### src/design/apc_pkg.sv
package apc_pkg;

  localparam int FRAC_BITS   = 16;
  localparam int MAX_SEQ_DEF = 16;

  localparam int TIME_W  = 32;
  localparam int SPEED_W = 24;
  localparam int LEN_W   = 16;
  localparam int FACC_W  = 17;
  localparam int RATE_W  = 24;
  localparam int FD_W    = 24;
  localparam int EL_W    = 24;
  localparam int TV_W    = 32;
  localparam int SEQ_W   = 4;
  localparam int MUL_W   = 25;
  localparam int PROD_W  = 2 * MUL_W;
  localparam int T_W     = PROD_W - FRAC_BITS;
  localparam int DVD_W   = 34;
  localparam int DVS_W   = 33;

  localparam logic [SPEED_W-1:0] SPEED_MIN = 24'h800000;
  localparam logic [SPEED_W-1:0] SPEED_MAX = 24'h7fffff;
  localparam logic [RATE_W-1:0]  RATE_MAX  = 24'hffffff;
  localparam logic [FACC_W-1:0]  FADE_ONE  = 17'h10000;

  typedef enum logic [1:0] {
    CMD_TICK   = 2'd0,
    CMD_DEFINE = 2'd1,
    CMD_START  = 2'd2,
    CMD_SET    = 2'd3
  } cmd_e;

  localparam logic [1:0] PM_NONE     = 2'd0;
  localparam logic [1:0] PM_LOOP     = 2'd1;
  localparam logic [1:0] PM_PINGPONG = 2'd2;
  localparam logic [1:0] PM_ONESHOT  = 2'd3;

  localparam logic [1:0] POSE_NONE    = 2'd0;
  localparam logic [1:0] POSE_AT_TIME = 2'd1;
  localparam logic [1:0] POSE_BLEND   = 2'd2;
  localparam logic [1:0] POSE_CAPTURE = 2'd3;

  typedef enum logic [1:0] {
    JOB_RECIP = 2'd0,
    JOB_SET   = 2'd1,
    JOB_LOOP  = 2'd2,
    JOB_PP    = 2'd3
  } job_e;

  typedef struct packed {
    logic       capture;
    logic       define;
    logic       stop;
    logic       start;
    logic       set_time;
    logic       div_go;
    job_e       job;
    logic       mul_go;
    logic       mul_fade;
    logic       fade_step;
    logic       t_sum;
    logic       t_mode;
    logic       apply;
    logic       out_load;
    logic [1:0] pose;
    logic       acc;
  } apc_cmd_t;

  typedef struct packed {
    cmd_e       cmd;
    logic       full;
    logic       sq_bad;
    logic       stop_req;
    logic       stopped;
    logic       fade_on;
    logic       fd_zero;
    logic       rd_len_zero;
    logic       len_zero;
    logic       fade_ge_one;
    logic       run_ok;
    logic [1:0] mode;
    logic       div_done;
    logic       out_stall;
  } apc_stat_t;

endpackage

### src/design/apc_ram.sv
module apc_ram #(
  parameter int WIDTH = 16,
  parameter int DEPTH = 16,
  parameter int AW    = (DEPTH > 1) ? $clog2(DEPTH) : 1
) (
  input  logic             clk_i,
  input  logic             we_i,
  input  logic [AW-1:0]    waddr_i,
  input  logic [WIDTH-1:0] wdata_i,
  input  logic [AW-1:0]    raddr_i,
  output logic [WIDTH-1:0] rdata_o
);

  logic [WIDTH-1:0] mem_q [DEPTH];
  logic [WIDTH-1:0] rdata_q;

  always_ff @(posedge clk_i) begin
    if (we_i) begin
      mem_q[waddr_i] <= wdata_i;
    end
    rdata_q <= mem_q[raddr_i];
  end

  assign rdata_o = rdata_q;

endmodule

### src/design/apc_div.sv
module apc_div (
  input  logic                       clk_i,
  input  logic                       rst_ni,
  input  logic                       start_i,
  input  logic [apc_pkg::DVD_W-1:0]  dividend_i,
  input  logic [apc_pkg::DVS_W-1:0]  divisor_i,
  output logic                       done_o,
  output logic [apc_pkg::DVD_W-1:0]  quot_o,
  output logic [apc_pkg::DVS_W-1:0]  rem_o
);
  import apc_pkg::*;

  localparam int CNT_W = $clog2(DVD_W + 1);

  logic [DVD_W-1:0] dvd_q;
  logic [DVS_W-1:0] rem_q, dvs_q;
  logic [CNT_W-1:0] cnt_q;
  logic             busy_q, done_q;
  logic [DVS_W:0]   rem_w;
  logic [DVS_W+1:0] diff;
  logic             sub_ok;

  // one quotient bit per cycle, restoring shift-subtract
  assign rem_w  = {rem_q, dvd_q[DVD_W-1]};
  assign diff   = {1'b0, rem_w} - {2'b0, dvs_q};
  assign sub_ok = !diff[DVS_W+1];

  always_ff @(posedge clk_i or negedge rst_ni) begin
    if (!rst_ni) begin
      busy_q <= 1'b0;
      done_q <= 1'b0;
      cnt_q  <= '0;
    end else begin
      done_q <= 1'b0;
      if (start_i) begin
        busy_q <= 1'b1;
        cnt_q  <= CNT_W'(DVD_W);
      end else if (busy_q) begin
        cnt_q <= cnt_q - 1'b1;
        if (cnt_q == CNT_W'(1)) begin
          busy_q <= 1'b0;
          done_q <= 1'b1;
        end
      end
    end
  end

  always_ff @(posedge clk_i) begin
    if (start_i) begin
      dvd_q <= dividend_i;
      dvs_q <= divisor_i;
      rem_q <= '0;
    end else if (busy_q) begin
      rem_q <= sub_ok ? diff[DVS_W-1:0] : rem_w[DVS_W-1:0];
      dvd_q <= {dvd_q[DVD_W-2:0], sub_ok};
    end
  end

  assign done_o = done_q;
  assign quot_o = dvd_q;
  assign rem_o  = rem_q;

endmodule

### src/design/apc_ctrl.sv
module apc_ctrl (
  input  logic               clk_i,
  input  logic               rst_ni,
  input  logic               in_valid_i,
  output logic               in_ready_o,
  input  apc_pkg::apc_stat_t st_i,
  output apc_pkg::apc_cmd_t  cmd_o
);
  import apc_pkg::*;

  typedef enum logic [10:0] {
    S_IDLE   = 11'b000_0000_0001,
    S_DECODE = 11'b000_0000_0010,
    S_LOAD   = 11'b000_0000_0100,
    S_MULF   = 11'b000_0000_1000,
    S_FADE   = 11'b000_0001_0000,
    S_MULS   = 11'b000_0010_0000,
    S_TSUM   = 11'b000_0100_0000,
    S_TMODE  = 11'b000_1000_0000,
    S_DIV    = 11'b001_0000_0000,
    S_APPLY  = 11'b010_0000_0000,
    S_FIN    = 11'b100_0000_0000
  } state_e;

  state_e     state_q, state_d;
  job_e       job_q, job_d;
  logic [1:0] pose_q, pose_d;
  logic       acc_q, acc_d;
  apc_cmd_t   cmd;

  assign in_ready_o = (state_q == S_IDLE);

  always_comb begin
    state_d = state_q;
    job_d   = job_q;
    pose_d  = pose_q;
    acc_d   = acc_q;
    cmd     = '0;
    cmd.job  = job_q;
    cmd.pose = pose_q;
    cmd.acc  = acc_q;
    unique case (state_q)
      S_IDLE: begin
        if (in_valid_i) begin
          cmd.capture = 1'b1;
          pose_d      = POSE_NONE;
          acc_d       = 1'b1;
          state_d     = S_DECODE;
        end
      end
      S_DECODE: begin
        state_d = S_FIN;
        unique case (st_i.cmd)
          CMD_DEFINE: begin
            if (st_i.full) acc_d = 1'b0;
            else cmd.define = 1'b1;
          end
          CMD_START: begin
            if (st_i.stop_req) cmd.stop = 1'b1;
            else if (st_i.sq_bad) acc_d = 1'b0;
            else state_d = S_LOAD;
          end
          CMD_SET: begin
            if (st_i.sq_bad) acc_d = 1'b0;
            else state_d = S_LOAD;
          end
          CMD_TICK: begin
            if (!st_i.stopped) state_d = st_i.fade_on ? S_MULF : S_MULS;
          end
          default: state_d = S_FIN;
        endcase
      end
      S_LOAD: begin
        pose_d  = POSE_AT_TIME;
        state_d = S_FIN;
        if (st_i.cmd == CMD_START) begin
          cmd.start = 1'b1;
          if (!st_i.fd_zero) begin
            pose_d     = POSE_CAPTURE;
            cmd.div_go = 1'b1;
            cmd.job    = JOB_RECIP;
            job_d      = JOB_RECIP;
            state_d    = S_DIV;
          end
        end else begin
          cmd.set_time = 1'b1;
          if (!st_i.rd_len_zero) begin
            cmd.div_go = 1'b1;
            cmd.job    = JOB_SET;
            job_d      = JOB_SET;
            state_d    = S_DIV;
          end
        end
      end
      S_MULF: begin
        cmd.mul_go   = 1'b1;
        cmd.mul_fade = 1'b1;
        state_d      = S_FADE;
      end
      S_FADE: begin
        cmd.fade_step = 1'b1;
        if (!st_i.fade_ge_one) begin
          pose_d  = POSE_BLEND;
          state_d = S_FIN;
        end else if (st_i.run_ok) begin
          state_d = S_MULS;
        end else begin
          pose_d  = POSE_AT_TIME;
          state_d = S_FIN;
        end
      end
      S_MULS: begin
        cmd.mul_go = 1'b1;
        state_d    = S_TSUM;
      end
      S_TSUM: begin
        cmd.t_sum = 1'b1;
        state_d   = S_TMODE;
      end
      S_TMODE: begin
        pose_d = POSE_AT_TIME;
        if ((st_i.mode == PM_LOOP || st_i.mode == PM_PINGPONG) && !st_i.len_zero) begin
          cmd.div_go = 1'b1;
          cmd.job    = (st_i.mode == PM_LOOP) ? JOB_LOOP : JOB_PP;
          job_d      = cmd.job;
          state_d    = S_DIV;
        end else begin
          cmd.t_mode = 1'b1;
          state_d    = S_FIN;
        end
      end
      S_DIV: begin
        if (st_i.div_done) state_d = S_APPLY;
      end
      S_APPLY: begin
        cmd.apply = 1'b1;
        state_d   = S_FIN;
      end
      S_FIN: begin
        if (!st_i.out_stall) begin
          cmd.out_load = 1'b1;
          state_d      = S_IDLE;
        end
      end
      default: state_d = S_IDLE;
    endcase
  end

  assign cmd_o = cmd;

  always_ff @(posedge clk_i or negedge rst_ni) begin
    if (!rst_ni) begin
      state_q <= S_IDLE;
      job_q   <= JOB_RECIP;
      pose_q  <= POSE_NONE;
      acc_q   <= 1'b1;
    end else begin
      state_q <= state_d;
      job_q   <= job_d;
      pose_q  <= pose_d;
      acc_q   <= acc_d;
    end
  end

endmodule

### src/design/apc_dp.sv
module apc_dp #(
  parameter int MAX_SEQUENCES = apc_pkg::MAX_SEQ_DEF
) (
  input  logic                          clk_i,
  input  logic                          rst_ni,
  input  apc_pkg::apc_cmd_t             cmd_i,
  output apc_pkg::apc_stat_t            st_o,
  input  logic [1:0]                    mode_i,
  input  logic [apc_pkg::EL_W-1:0]      elapsed_i,
  input  logic [1:0]                    play_mode_i,
  input  logic [apc_pkg::SPEED_W-1:0]   play_speed_i,
  input  logic [apc_pkg::SEQ_W-1:0]     seq_index_i,
  input  logic [apc_pkg::LEN_W-1:0]     frame_count_i,
  input  logic [apc_pkg::FD_W-1:0]      fade_duration_i,
  input  logic [apc_pkg::TV_W-1:0]      time_value_i,
  output logic                          out_valid_o,
  input  logic                          out_ready_i,
  output logic [apc_pkg::TIME_W-1:0]    anim_time_o,
  output logic [15:0]                   blend_o,
  output logic [apc_pkg::SEQ_W-1:0]     active_seq_o,
  output logic [1:0]                    active_mode_o,
  output logic                          fading_o,
  output logic [1:0]                    pose_action_o,
  output logic [apc_pkg::SPEED_W-1:0]   current_speed_o,
  output logic                          accepted_o
);
  import apc_pkg::*;

  localparam int CW   = $clog2(MAX_SEQUENCES + 1);
  localparam int AW   = (MAX_SEQUENCES > 1) ? $clog2(MAX_SEQUENCES) : 1;
  localparam int CMPW = (CW > SEQ_W) ? CW : SEQ_W;

  // captured item
  cmd_e                     cmd_q;
  logic signed [EL_W-1:0]   el_q;
  logic [1:0]               pm_q;
  logic signed [SPEED_W-1:0] sp_q;
  logic [SEQ_W-1:0]         sq_q;
  logic [LEN_W-1:0]         fc_q;
  logic [FD_W-1:0]          fd_q;
  logic signed [TV_W-1:0]   tv_q;

  // playback state
  logic [CW-1:0]            count_q;
  logic [SEQ_W-1:0]         seq_q;
  logic [1:0]               mode_q;
  logic                     fade_q;
  logic [LEN_W-1:0]         len_q;
  logic [TIME_W-1:0]        time_q;
  logic [SPEED_W-1:0]       speed_q;
  logic [FACC_W-1:0]        facc_q;
  logic [RATE_W-1:0]        rate_q;

  // work registers
  logic signed [PROD_W-1:0] prod_q;
  logic signed [T_W-1:0]    t_q;
  logic                     div_neg_q;
  logic [DVS_W-1:0]         div_m_q;

  logic                     out_valid_q;

  logic [LEN_W-1:0]         rd_len;
  logic [TIME_W-1:0]        lfix, rd_lfix;
  logic signed [MUL_W-1:0]  mul_a, mul_b;
  logic signed [T_W-1:0]    delta;
  logic signed [T_W:0]      fsum;
  logic                     fade_ge_one;
  logic [FACC_W-1:0]        fsum_clamped;
  logic                     run_ok;
  logic signed [DVD_W-1:0]  tv_x, t_x;
  logic [DVD_W-1:0]         tv_abs, t_abs, dvd;
  logic [DVS_W-1:0]         dvs;
  logic                     dvs_neg;
  logic                     div_done;
  logic [DVD_W-1:0]         quot;
  logic [DVS_W-1:0]         rem, rr, pp_fold;
  logic [SPEED_W-1:0]       speed_neg;
  logic signed [T_W-1:0]    lfix_s;

  apc_ram #(.WIDTH(LEN_W), .DEPTH(MAX_SEQUENCES), .AW(AW)) u_len_ram (
    .clk_i   (clk_i),
    .we_i    (cmd_i.define),
    .waddr_i (count_q[AW-1:0]),
    .wdata_i (fc_q),
    .raddr_i (AW'(sq_q)),
    .rdata_o (rd_len)
  );

  apc_div u_div (
    .clk_i      (clk_i),
    .rst_ni     (rst_ni),
    .start_i    (cmd_i.div_go),
    .dividend_i (dvd),
    .divisor_i  (dvs),
    .done_o     (div_done),
    .quot_o     (quot),
    .rem_o      (rem)
  );

  assign lfix    = {len_q, FRAC_BITS'(0)};
  assign rd_lfix = {rd_len, FRAC_BITS'(0)};
  assign lfix_s  = $signed(T_W'(lfix));

  assign mul_a = cmd_i.mul_fade ? $signed({1'b0, rate_q}) : $signed({speed_q[SPEED_W-1], speed_q});
  assign mul_b = $signed({el_q[EL_W-1], el_q});

  // floor of product / 2^FRAC_BITS
  assign delta = prod_q[FRAC_BITS +: T_W];

  assign fsum         = $signed({1'b0, T_W'(facc_q)}) + (T_W+1)'(delta);
  assign fade_ge_one  = !fsum[T_W] && (fsum[T_W-1:0] >= T_W'(FADE_ONE));
  assign fsum_clamped = fsum[T_W] ? '0 : fsum[FACC_W-1:0];
  assign run_ok       = (mode_q != PM_NONE) && (speed_q != '0);

  assign tv_x   = DVD_W'(tv_q);
  assign tv_abs = tv_x[DVD_W-1] ? DVD_W'(-tv_x) : DVD_W'(tv_x);
  assign t_x    = DVD_W'(t_q);
  assign t_abs  = t_x[DVD_W-1] ? DVD_W'(-t_x) : DVD_W'(t_x);

  always_comb begin
    case (cmd_i.job)
      JOB_RECIP: begin
        dvd     = DVD_W'(1) << (2 * FRAC_BITS);
        dvs     = DVS_W'(fd_q);
        dvs_neg = 1'b0;
      end
      JOB_SET: begin
        dvd     = tv_abs;
        dvs     = DVS_W'(rd_lfix);
        dvs_neg = tv_q[TV_W-1];
      end
      JOB_LOOP: begin
        dvd     = t_abs;
        dvs     = DVS_W'(lfix);
        dvs_neg = t_q[T_W-1];
      end
      default: begin
        dvd     = t_abs;
        dvs     = {lfix, 1'b0};
        dvs_neg = t_q[T_W-1];
      end
    endcase
  end

  // a negative operand wraps to modulus minus remainder
  assign rr        = (div_neg_q && rem != '0) ? div_m_q - rem : rem;
  assign pp_fold   = div_m_q - rr;
  assign speed_neg = (speed_q == SPEED_MIN) ? SPEED_MAX : SPEED_W'(-speed_q);

  always_ff @(posedge clk_i) begin
    if (cmd_i.capture) begin
      cmd_q <= cmd_e'(mode_i);
      el_q  <= elapsed_i;
      pm_q  <= play_mode_i;
      sp_q  <= play_speed_i;
      sq_q  <= seq_index_i;
      fc_q  <= frame_count_i;
      fd_q  <= fade_duration_i;
      tv_q  <= time_value_i;
    end
    if (cmd_i.mul_go) prod_q <= mul_a * mul_b;
    if (cmd_i.t_sum)  t_q    <= $signed({2'b0, time_q}) + delta;
    if (cmd_i.div_go) begin
      div_neg_q <= dvs_neg;
      div_m_q   <= dvs;
    end
    if (cmd_i.out_load) begin
      anim_time_o     <= time_q;
      blend_o         <= fade_q ? facc_q[15:0] : '0;
      active_seq_o    <= seq_q;
      active_mode_o   <= mode_q;
      fading_o        <= fade_q;
      pose_action_o   <= cmd_i.pose;
      current_speed_o <= speed_q;
      accepted_o      <= cmd_i.acc;
    end
  end

  always_ff @(posedge clk_i or negedge rst_ni) begin
    if (!rst_ni) begin
      count_q     <= '0;
      seq_q       <= '0;
      mode_q      <= PM_NONE;
      fade_q      <= 1'b0;
      len_q       <= '0;
      time_q      <= '0;
      speed_q     <= '0;
      facc_q      <= '0;
      rate_q      <= '0;
      out_valid_q <= 1'b0;
    end else begin
      if (cmd_i.out_load) out_valid_q <= 1'b1;
      else if (out_ready_i) out_valid_q <= 1'b0;

      if (cmd_i.define) count_q <= count_q + 1'b1;

      if (cmd_i.stop) begin
        mode_q <= PM_NONE;
        fade_q <= 1'b0;
        facc_q <= '0;
      end

      if (cmd_i.start) begin
        seq_q   <= sq_q;
        len_q   <= rd_len;
        speed_q <= sp_q;
        time_q  <= sp_q[SPEED_W-1] ? rd_lfix : '0;
        facc_q  <= '0;
        fade_q  <= (fd_q != '0);
        mode_q  <= (fd_q == '0 && sp_q == '0) ? PM_NONE : pm_q;
      end

      if (cmd_i.set_time) begin
        mode_q  <= PM_NONE;
        fade_q  <= 1'b0;
        facc_q  <= '0;
        speed_q <= '0;
        seq_q   <= sq_q;
        len_q   <= rd_len;
        time_q  <= '0;
      end

      if (cmd_i.fade_step) begin
        if (!fade_ge_one) begin
          facc_q <= fsum_clamped;
        end else begin
          fade_q <= 1'b0;
          facc_q <= '0;
          if (!run_ok) mode_q <= PM_NONE;
        end
      end

      if (cmd_i.t_mode) begin
        case (mode_q)
          PM_ONESHOT: begin
            if (t_q < 0) begin
              time_q <= '0;
              mode_q <= PM_NONE;
            end else if (t_q >= lfix_s) begin
              time_q <= lfix;
              mode_q <= PM_NONE;
            end else begin
              time_q <= t_q[TIME_W-1:0];
            end
          end
          PM_LOOP, PM_PINGPONG: time_q <= '0;
          default: time_q <= t_q[TIME_W-1:0];
        endcase
      end

      if (cmd_i.apply) begin
        case (cmd_i.job)
          JOB_RECIP: rate_q <= (|quot[DVD_W-1:RATE_W]) ? RATE_MAX : quot[RATE_W-1:0];
          JOB_SET, JOB_LOOP: time_q <= rr[TIME_W-1:0];
          default: begin
            // fold the second half back and reverse
            if (rr >= DVS_W'(lfix)) begin
              time_q  <= pp_fold[TIME_W-1:0];
              speed_q <= speed_neg;
            end else begin
              time_q <= rr[TIME_W-1:0];
            end
          end
        endcase
      end
    end
  end

  always_comb begin
    st_o             = '0;
    st_o.cmd         = cmd_q;
    st_o.full        = (count_q == CW'(MAX_SEQUENCES));
    st_o.sq_bad      = (CMPW'(sq_q) >= CMPW'(count_q));
    st_o.stop_req    = (pm_q == PM_NONE) && (sp_q == '0);
    st_o.stopped     = (mode_q == PM_NONE) && !fade_q;
    st_o.fade_on     = fade_q;
    st_o.fd_zero     = (fd_q == '0);
    st_o.rd_len_zero = (rd_len == '0);
    st_o.len_zero    = (len_q == '0);
    st_o.fade_ge_one = fade_ge_one;
    st_o.run_ok      = run_ok;
    st_o.mode        = mode_q;
    st_o.div_done    = div_done;
    st_o.out_stall   = out_valid_q && !out_ready_i;
  end

  assign out_valid_o = out_valid_q;

  a_fade_below_one: assert property (@(posedge clk_i) disable iff (!rst_ni)
    facc_q < FADE_ONE)
    else $error("fade accumulator reached one");

  a_time_in_range: assert property (@(posedge clk_i) disable iff (!rst_ni)
    time_q <= lfix)
    else $error("time beyond sequence length");

  a_count_bound: assert property (@(posedge clk_i) disable iff (!rst_ni)
    count_q <= CW'(MAX_SEQUENCES))
    else $error("sequence count overflow");

endmodule

### src/design/animation_playback_clock_top.sv
// One command at a time; each transfer in gives one transfer out.
// Define, stop, rejected commands and ticks while stopped: capture, decode and finish states, then the output register.
// Start without fade, set time in an empty sequence, ticks without wrap: also pass load or multiply and time states.
// Start with fade, set time and wrapping ticks: also wait for the 34-step divider.
// Next item is taken once its result is in the output register; a held result stalls it.
// Async reset clears all playback state; the length table holds no reset value.
module animation_playback_clock_top #(
  parameter int MAX_SEQUENCES = apc_pkg::MAX_SEQ_DEF
) (
  input  logic                          clk_i,
  input  logic                          rst_ni,
  input  logic                          in_valid_i,
  output logic                          in_ready_o,
  input  logic [1:0]                    mode_i,
  input  logic [apc_pkg::EL_W-1:0]      elapsed_i,
  input  logic [1:0]                    play_mode_i,
  input  logic [apc_pkg::SPEED_W-1:0]   play_speed_i,
  input  logic [apc_pkg::SEQ_W-1:0]     seq_index_i,
  input  logic [apc_pkg::LEN_W-1:0]     frame_count_i,
  input  logic [apc_pkg::FD_W-1:0]      fade_duration_i,
  input  logic [apc_pkg::TV_W-1:0]      time_value_i,
  output logic                          out_valid_o,
  input  logic                          out_ready_i,
  output logic [apc_pkg::TIME_W-1:0]    anim_time_o,
  output logic [15:0]                   blend_o,
  output logic [apc_pkg::SEQ_W-1:0]     active_seq_o,
  output logic [1:0]                    active_mode_o,
  output logic                          fading_o,
  output logic [1:0]                    pose_action_o,
  output logic [apc_pkg::SPEED_W-1:0]   current_speed_o,
  output logic                          accepted_o
);
  import apc_pkg::*;

  apc_cmd_t  cmd;
  apc_stat_t st;

  apc_ctrl u_ctrl (
    .clk_i      (clk_i),
    .rst_ni     (rst_ni),
    .in_valid_i (in_valid_i),
    .in_ready_o (in_ready_o),
    .st_i       (st),
    .cmd_o      (cmd)
  );

  apc_dp #(.MAX_SEQUENCES(MAX_SEQUENCES)) u_dp (
    .clk_i           (clk_i),
    .rst_ni          (rst_ni),
    .cmd_i           (cmd),
    .st_o            (st),
    .mode_i          (mode_i),
    .elapsed_i       (elapsed_i),
    .play_mode_i     (play_mode_i),
    .play_speed_i    (play_speed_i),
    .seq_index_i     (seq_index_i),
    .frame_count_i   (frame_count_i),
    .fade_duration_i (fade_duration_i),
    .time_value_i    (time_value_i),
    .out_valid_o     (out_valid_o),
    .out_ready_i     (out_ready_i),
    .anim_time_o     (anim_time_o),
    .blend_o         (blend_o),
    .active_seq_o    (active_seq_o),
    .active_mode_o   (active_mode_o),
    .fading_o        (fading_o),
    .pose_action_o   (pose_action_o),
    .current_speed_o (current_speed_o),
    .accepted_o      (accepted_o)
  );

endmodule
### config.mk
export PLATFORM = sky130hd
export DESIGN_NAME = animation_playback_clock_top
export DESIGN_NICKNAME = d
export VERILOG_FILES = /design/src/design/apc_pkg.sv /design/src/design/apc_ram.sv /design/src/design/apc_div.sv /design/src/design/apc_ctrl.sv /design/src/design/apc_dp.sv /design/src/design/animation_playback_clock_top.sv
export SDC_FILE = /design/constraint.sdc
export NUM_CORES = 2
export LEC_CHECK = 0
export ABC_CLOCK_PERIOD_IN_PS = 9100
export BUFFER_PORTS_ARGS = -buffer_cell sky130_fd_sc_hd__buf_2
export CORE_UTILIZATION = 55
export DETAILED_ROUTE_END_ITERATION = 10
export MAX_ROUTING_LAYER = met4
export PLACE_DENSITY_LB_ADDON = 0.2
export RECOVER_POWER = 25
export SYNTH_ARGS = -nofsm -noshare
export SYNTH_HDL_FRONTEND = slang
export SYNTH_SLANG_ARGS = --single-unit
### constraint.sdc
create_clock -name clk_i -period 9.1 [get_ports clk_i]
set_clock_uncertainty 0.2 [all_clocks]
set_input_delay 1.82 -clock clk_i [delete_from_list [all_inputs] [get_ports clk_i]]
set_output_delay 1.82 -clock clk_i [all_outputs]
set_load 0.005 [all_outputs]
==> load_flow_metrics.sql <==
INSERT INTO impl_metrics (metric_group, metric, value, unit) VALUES
('outcome', 'status', 'finished with violations', ''),
('outcome', 'failed_checks', 'capacitance limit, slew limit', ''),
('drt', 'routed_via_density', '6.01', ''),
('job', 'max_cap_violations', '1', ''),
('pwr', 'p_leak', '30.2', 'nW'),
('pwr', 'report.power.total', '23.8', 'mW'),
('sta', 'worst_slew_margin_rel', '-19.9', '%'),
('place', 'detailedPlacementHpwl', '136', 'mm'),
('sta', 'timing_worst_slew_pin_value', '1.80', 'ns'),
('setup_path', 'end_kind', 'register', ''),
('synthesis', 'synth_area_per_cell', '10.7', 'µm²'),
('synthesis', 'post_synth_inst_count', '5899', ''),
('grt', 'grt_start_max_net_pins', '67', ''),
('place', 'placement.setup.worst_slack', '0.00550', 'ns'),
('finish', 'post_layout_nonfiller_instances', '7663', ''),
('synthesis', 'synth_adder_area_share', '26.8', '%'),
('clock_tree', 'cts-buffers-inserted', '88', ''),
('clock_tree', 'worst_setup_hold_path_clk_slew', '0.07', 'ns'),
('finish', 'postLayoutCoreUtil', '61.3', '%'),
('synthesis', 'synth_compound_area_share', '10.9', '%'),
('sta', 'report.final.setup_viol', '0', ''),
('setup_path', 'cp_data_required_time', '9.41', 'ns'),
('finish', 'synthToLayoutAreaGrowth', '10.1', '%'),
('drt', 'drt_pre_antenna_iters', '8', ''),
('sta', 'hold_viol_final', '0', ''),
('drt', 'num_vias', '46100', ''),
('synthesis', 'synth.ff_latch_count', '800', ''),
('clock_tree', 'cts_buffer_depth', '3', ''),
('setup_path', 'worst_path_max_delay_cell', 'or4_4', ''),
('drt', 'wire_per_inst', '23.4', 'µm'),
('drt', 'drc_errors', '0', ''),
('drt', 'ant_nets_after_route', '0', ''),
('pwr', 'cellPowerDensity', '343', 'mW/mm²'),
('grt', 'global_route.overflow_total', '0', ''),
('synthesis', 'synth_top_family_by_area', 'adder cells', ''),
('floorplan', 'die_area', '0.116', 'mm²'),
('sta', 'report.final.slew_viol_count', '30', ''),
('synthesis', 'synthDistinctLibCells', '103', ''),
('setup_path', 'criticalPathCategory', 'reg -> reg', ''),
('pwr', 'worst_ir_drop_vdd', '0.711', 'mV'),
('finish', 'fillers', '9289', ''),
('floorplan', 'floorplan.core_area', '0.113', 'mm²'),
('grt', 'grt_antenna_before_repair', '6', ''),
('finish', 'drive_gt1_share', '10.2', '%'),
('grt', 'grt_pass1_wl', '278', 'mm'),
('grt', 'grt_pass1_vias', '46300', ''),
('synthesis', 'synthXorXnorAreaFrac', '3.33', '%'),
('synthesis', 'most_used_flip_flop_cell_after_synthesis', 'edfxtp_1', ''),
('grt', 'grt.total_usage', '32.6', '%'),
('sta', 'fin_worst_setup_slack', '0.283', 'ns'),
('drt', 'drtIter0Drc', '4361', ''),
('clock_tree', 'tritoncts_clock_tree', 'done', ''),
('floorplan', 'die_width', '340', 'µm'),
('sta', 'timing.final.crit_share', '96.9', '%'),
('floorplan', 'pin_count', '216', ''),
('floorplan', 'dieHeight', '340', 'µm'),
('clock_tree', 'clock_tree.htree_level_count', '3', ''),
('sta', 'hold-worst-slack', '0.233', 'ns'),
('worst_hold_path', 'min-delay-path-class', 'reg -> reg', ''),
('clock_tree', 'clkLatencyLatePin', '0.71', 'ns'),
('clock_tree', 'postCtsHoldBufs', '0', ''),
('floorplan', 'initial_core_util', '55.6', '%'),
('synthesis', 'yosys.area_share.simple', '13.3', '%'),
('finish', 'fin_nets', '7182', ''),
('synthesis', 'synthesis.yosys.warnings', '0', ''),
('place', 'routabilityCongestion', '0.981', ''),
('sta', 'timing.final.crit_period', '8.82', 'ns'),
('floorplan', 'core.rowCount', '123', ''),
('clock_tree', 'clock-root-buffer', 'clkbuf_16', ''),
('synthesis', 'yosys-mux-area-fraction', '3.19', '%'),
('clock_tree', 'cts_num_sinks', '800', ''),
('sta', 'maxClockFrequency', '113', 'MHz'),
('setup_path', 'critPathMostFrequentCell', 'fa_1', ''),
('drt', 'drt_wl_total', '179', 'mm'),
('synthesis', 'number_of_flops_mapped_to_enable_cells_by_yosys', '601', ''),
('synthesis', 'netlist_area', '0.0629', 'mm²'),
('place', 'placement.io_buffers', '215', ''),
('place', 'post_placement_cell_count', '7491', ''),
('setup_path', 'worst_path_largest_cell_delay', '0.59', 'ns'),
('setup_path', 'crit_arrival', '9.13', 'ns'),
('synthesis', 'async_flop_share', '18.8', '%'),
('setup_path', 'crit_path_start_kind', 'register', ''),
('synthesis', 'syn-num-nets', '6999', ''),
('setup_path', 'cp_max_fo', '29', ''),
('synthesis', 'synth.yosys.seq_area_share', '36.2', '%');
==> critical path: cells and delay by family (launching register included) <==
kind | cells | cell delay [ns]
buffers and inverters | 7 | 0.85
adders and majority gates | 8 | 3.72
xor gates and xnor gates | 1 | 0.28
DFF | 1 | 0.40
AOI/OAI and AO/OA | 7 | 1.40
and+or+nand+nor | 8 | 1.73
==> path summary, 6_finish.rpt <==
check	cells past startpoint	slack (ns)	start	to
max	31	0.28	u_ctrl.state_q[10]$_DFFE_PN0P_	u_dp.prod_q[35]$_DFFE_PP_
min	0	0.23	u_dp.seq_q[0]$_DFFE_PN0P_	u_dp.active_seq_o[0]$_DFFE_PP_
max reg2reg	31	0.28	u_ctrl.state_q[10]$_DFFE_PN0P_	u_dp.prod_q[35]$_DFFE_PP_
min reg2reg	0	0.23	u_dp.seq_q[0]$_DFFE_PN0P_	u_dp.active_seq_o[0]$_DFFE_PP_
max in group asynchronous	2	5.46	rst_ni	u_dp.speed_q[18]$_DFF_PN0_
min in group asynchronous	1	1.42	rst_ni	u_dp.facc_q[10]$_DFFE_PN0P_
==> area by class of cell <==
| cell class | instances | area [µm²] | area share (%) |
|---|---|---|---|
| diodes | 6 | 15.0 | 0.0217 |
| clock buffers | 104 | 2340 | 3.39 |
| clock inverters | 61 | 781 | 1.13 |
| inverters | 797 | 3000 | 4.33 |
| multi-input cells | 4058 | 36300 | 52.5 |
| flip-flops and latches | 800 | 22800 | 32.9 |
| well taps | 1500 | 1880 | 2.71 |
| repair buffers | 337 | 2080 | 3.01 |
==> what timing repair did <==
item                                    CTS  global route
endpoints found under the setup margin    3            18
pin swaps                                 0             3
setup buffers                             0             1
resized for setup                         1            15
==> routing by layer <==
| metal | GRT usage, % | wire length [µm] |
|---|---|---|
| met3 | 5.38 | 15400 |
| met2 | 48.6 | 80600 |
| met1 | 46.0 | 76900 |
| met5 | - | 0 |
| met4 | 10.1 | 6010 |
==> cells by family after synthesis <==
| logic type | after synthesis |
|---|---|
| compound gates | 1028 |
| xor+xnor | 239 |
| mux | 100 |
| buf+inv | 1041 |
| simple gates | 1723 |
| fa+ha+maj | 968 |
| flops | 800 |
==> metrics by stage <==
| stage | instance area, µm² | TNS, ns |
|---|---|---|
| 3_5_place_dp | 66000 | 0 |
| 2_1_floorplan | 62900 | 0 |
| 4_1_cts | 69200 | 0 |
| 3_3_place_gp | 66000 | 0 |
| 6_report | 69200 | 0 |
| 5_1_grt | 69200 | -0.0235 |
==> where the power goes <==
group          total [mW]  internal, mW  switching (mW)  leakage (nW)
clock                3.81          2.19            1.62          1.52
combinational        14.4          5.89            8.52          20.7
sequential           5.55          4.87           0.685          7.90
==> registers in the layout, summed over array words and instances, names as in the netlist, 17 cells and up <==
| register | cells |
|---|---|
| u_dp.anim_time_o | 32 |
| u_dp.current_speed_o | 24 |
| u_dp.el_q | 24 |
| u_dp.facc_q | 17 |
| u_dp.fd_q | 24 |
| u_dp.prod_q | 33 |
| u_dp.rate_q | 24 |
| u_dp.sp_q | 24 |
| u_dp.speed_q | 24 |
| u_dp.t_q | 34 |
| u_dp.time_q | 32 |
| u_dp.tv_q | 32 |
| u_dp.u_div.dvs_q | 33 |
| u_dp.u_div.quot_o | 34 |
| u_dp.u_div.rem_o | 33 |
| u_dp.u_len_ram.mem_q | 256 |
==> layout by cell type, fill, tap and decap left out, types with 57 or more instances in the layout <==
cell and count:
xor2_1 57, inv_1 792, ha_1 334, dfrtp_1 147, edfxtp_1 601, fa_1 633, mux4_2 80, a21oi_1 283
nand2_1 578, buf_4 102, clkbuf_16 88, o21ai_0 188, nor2_1 385, and3_1 67, nand3_1 75, and2_1 294
xnor2_1 182, buf_2 213, a21o_1 106
==> cells in the mapped netlist (21+ instances only) <==
library cell	n	area share, %
a22o_1	22	0.31
and2_1	304	3.0
edfxtp_1	601	29
nand3_1	75	0.60
clkbuf_1	212	1.3
and3_1	67	0.67
nor2_1	389	2.3
dfrtp_1	148	5.9
mux4_2	80	2.9
nor3_1	61	0.49
dfxtp_1	49	1.6
xnor2_1	182	2.5
a211oi_1	43	0.51
o21ai_0	194	1.5
nand2b_1	26	0.26
inv_1	794	4.7
o31ai_1	31	0.37
a31oi_1	29	0.29
o21a_1	35	0.42
nor2b_1	37	0.37
fa_1	633	20
a221oi_1	44	0.61
ha_1	335	6.7
nor4_1	48	0.48
nand4_1	33	0.33
or3_1	21	0.21
a22oi_1	35	0.42
nand2_1	582	3.5
xor2_1	57	0.79
a21oi_1	285	2.3
a21o_1	107	1.3
Power figures use the tool's default switching activity.
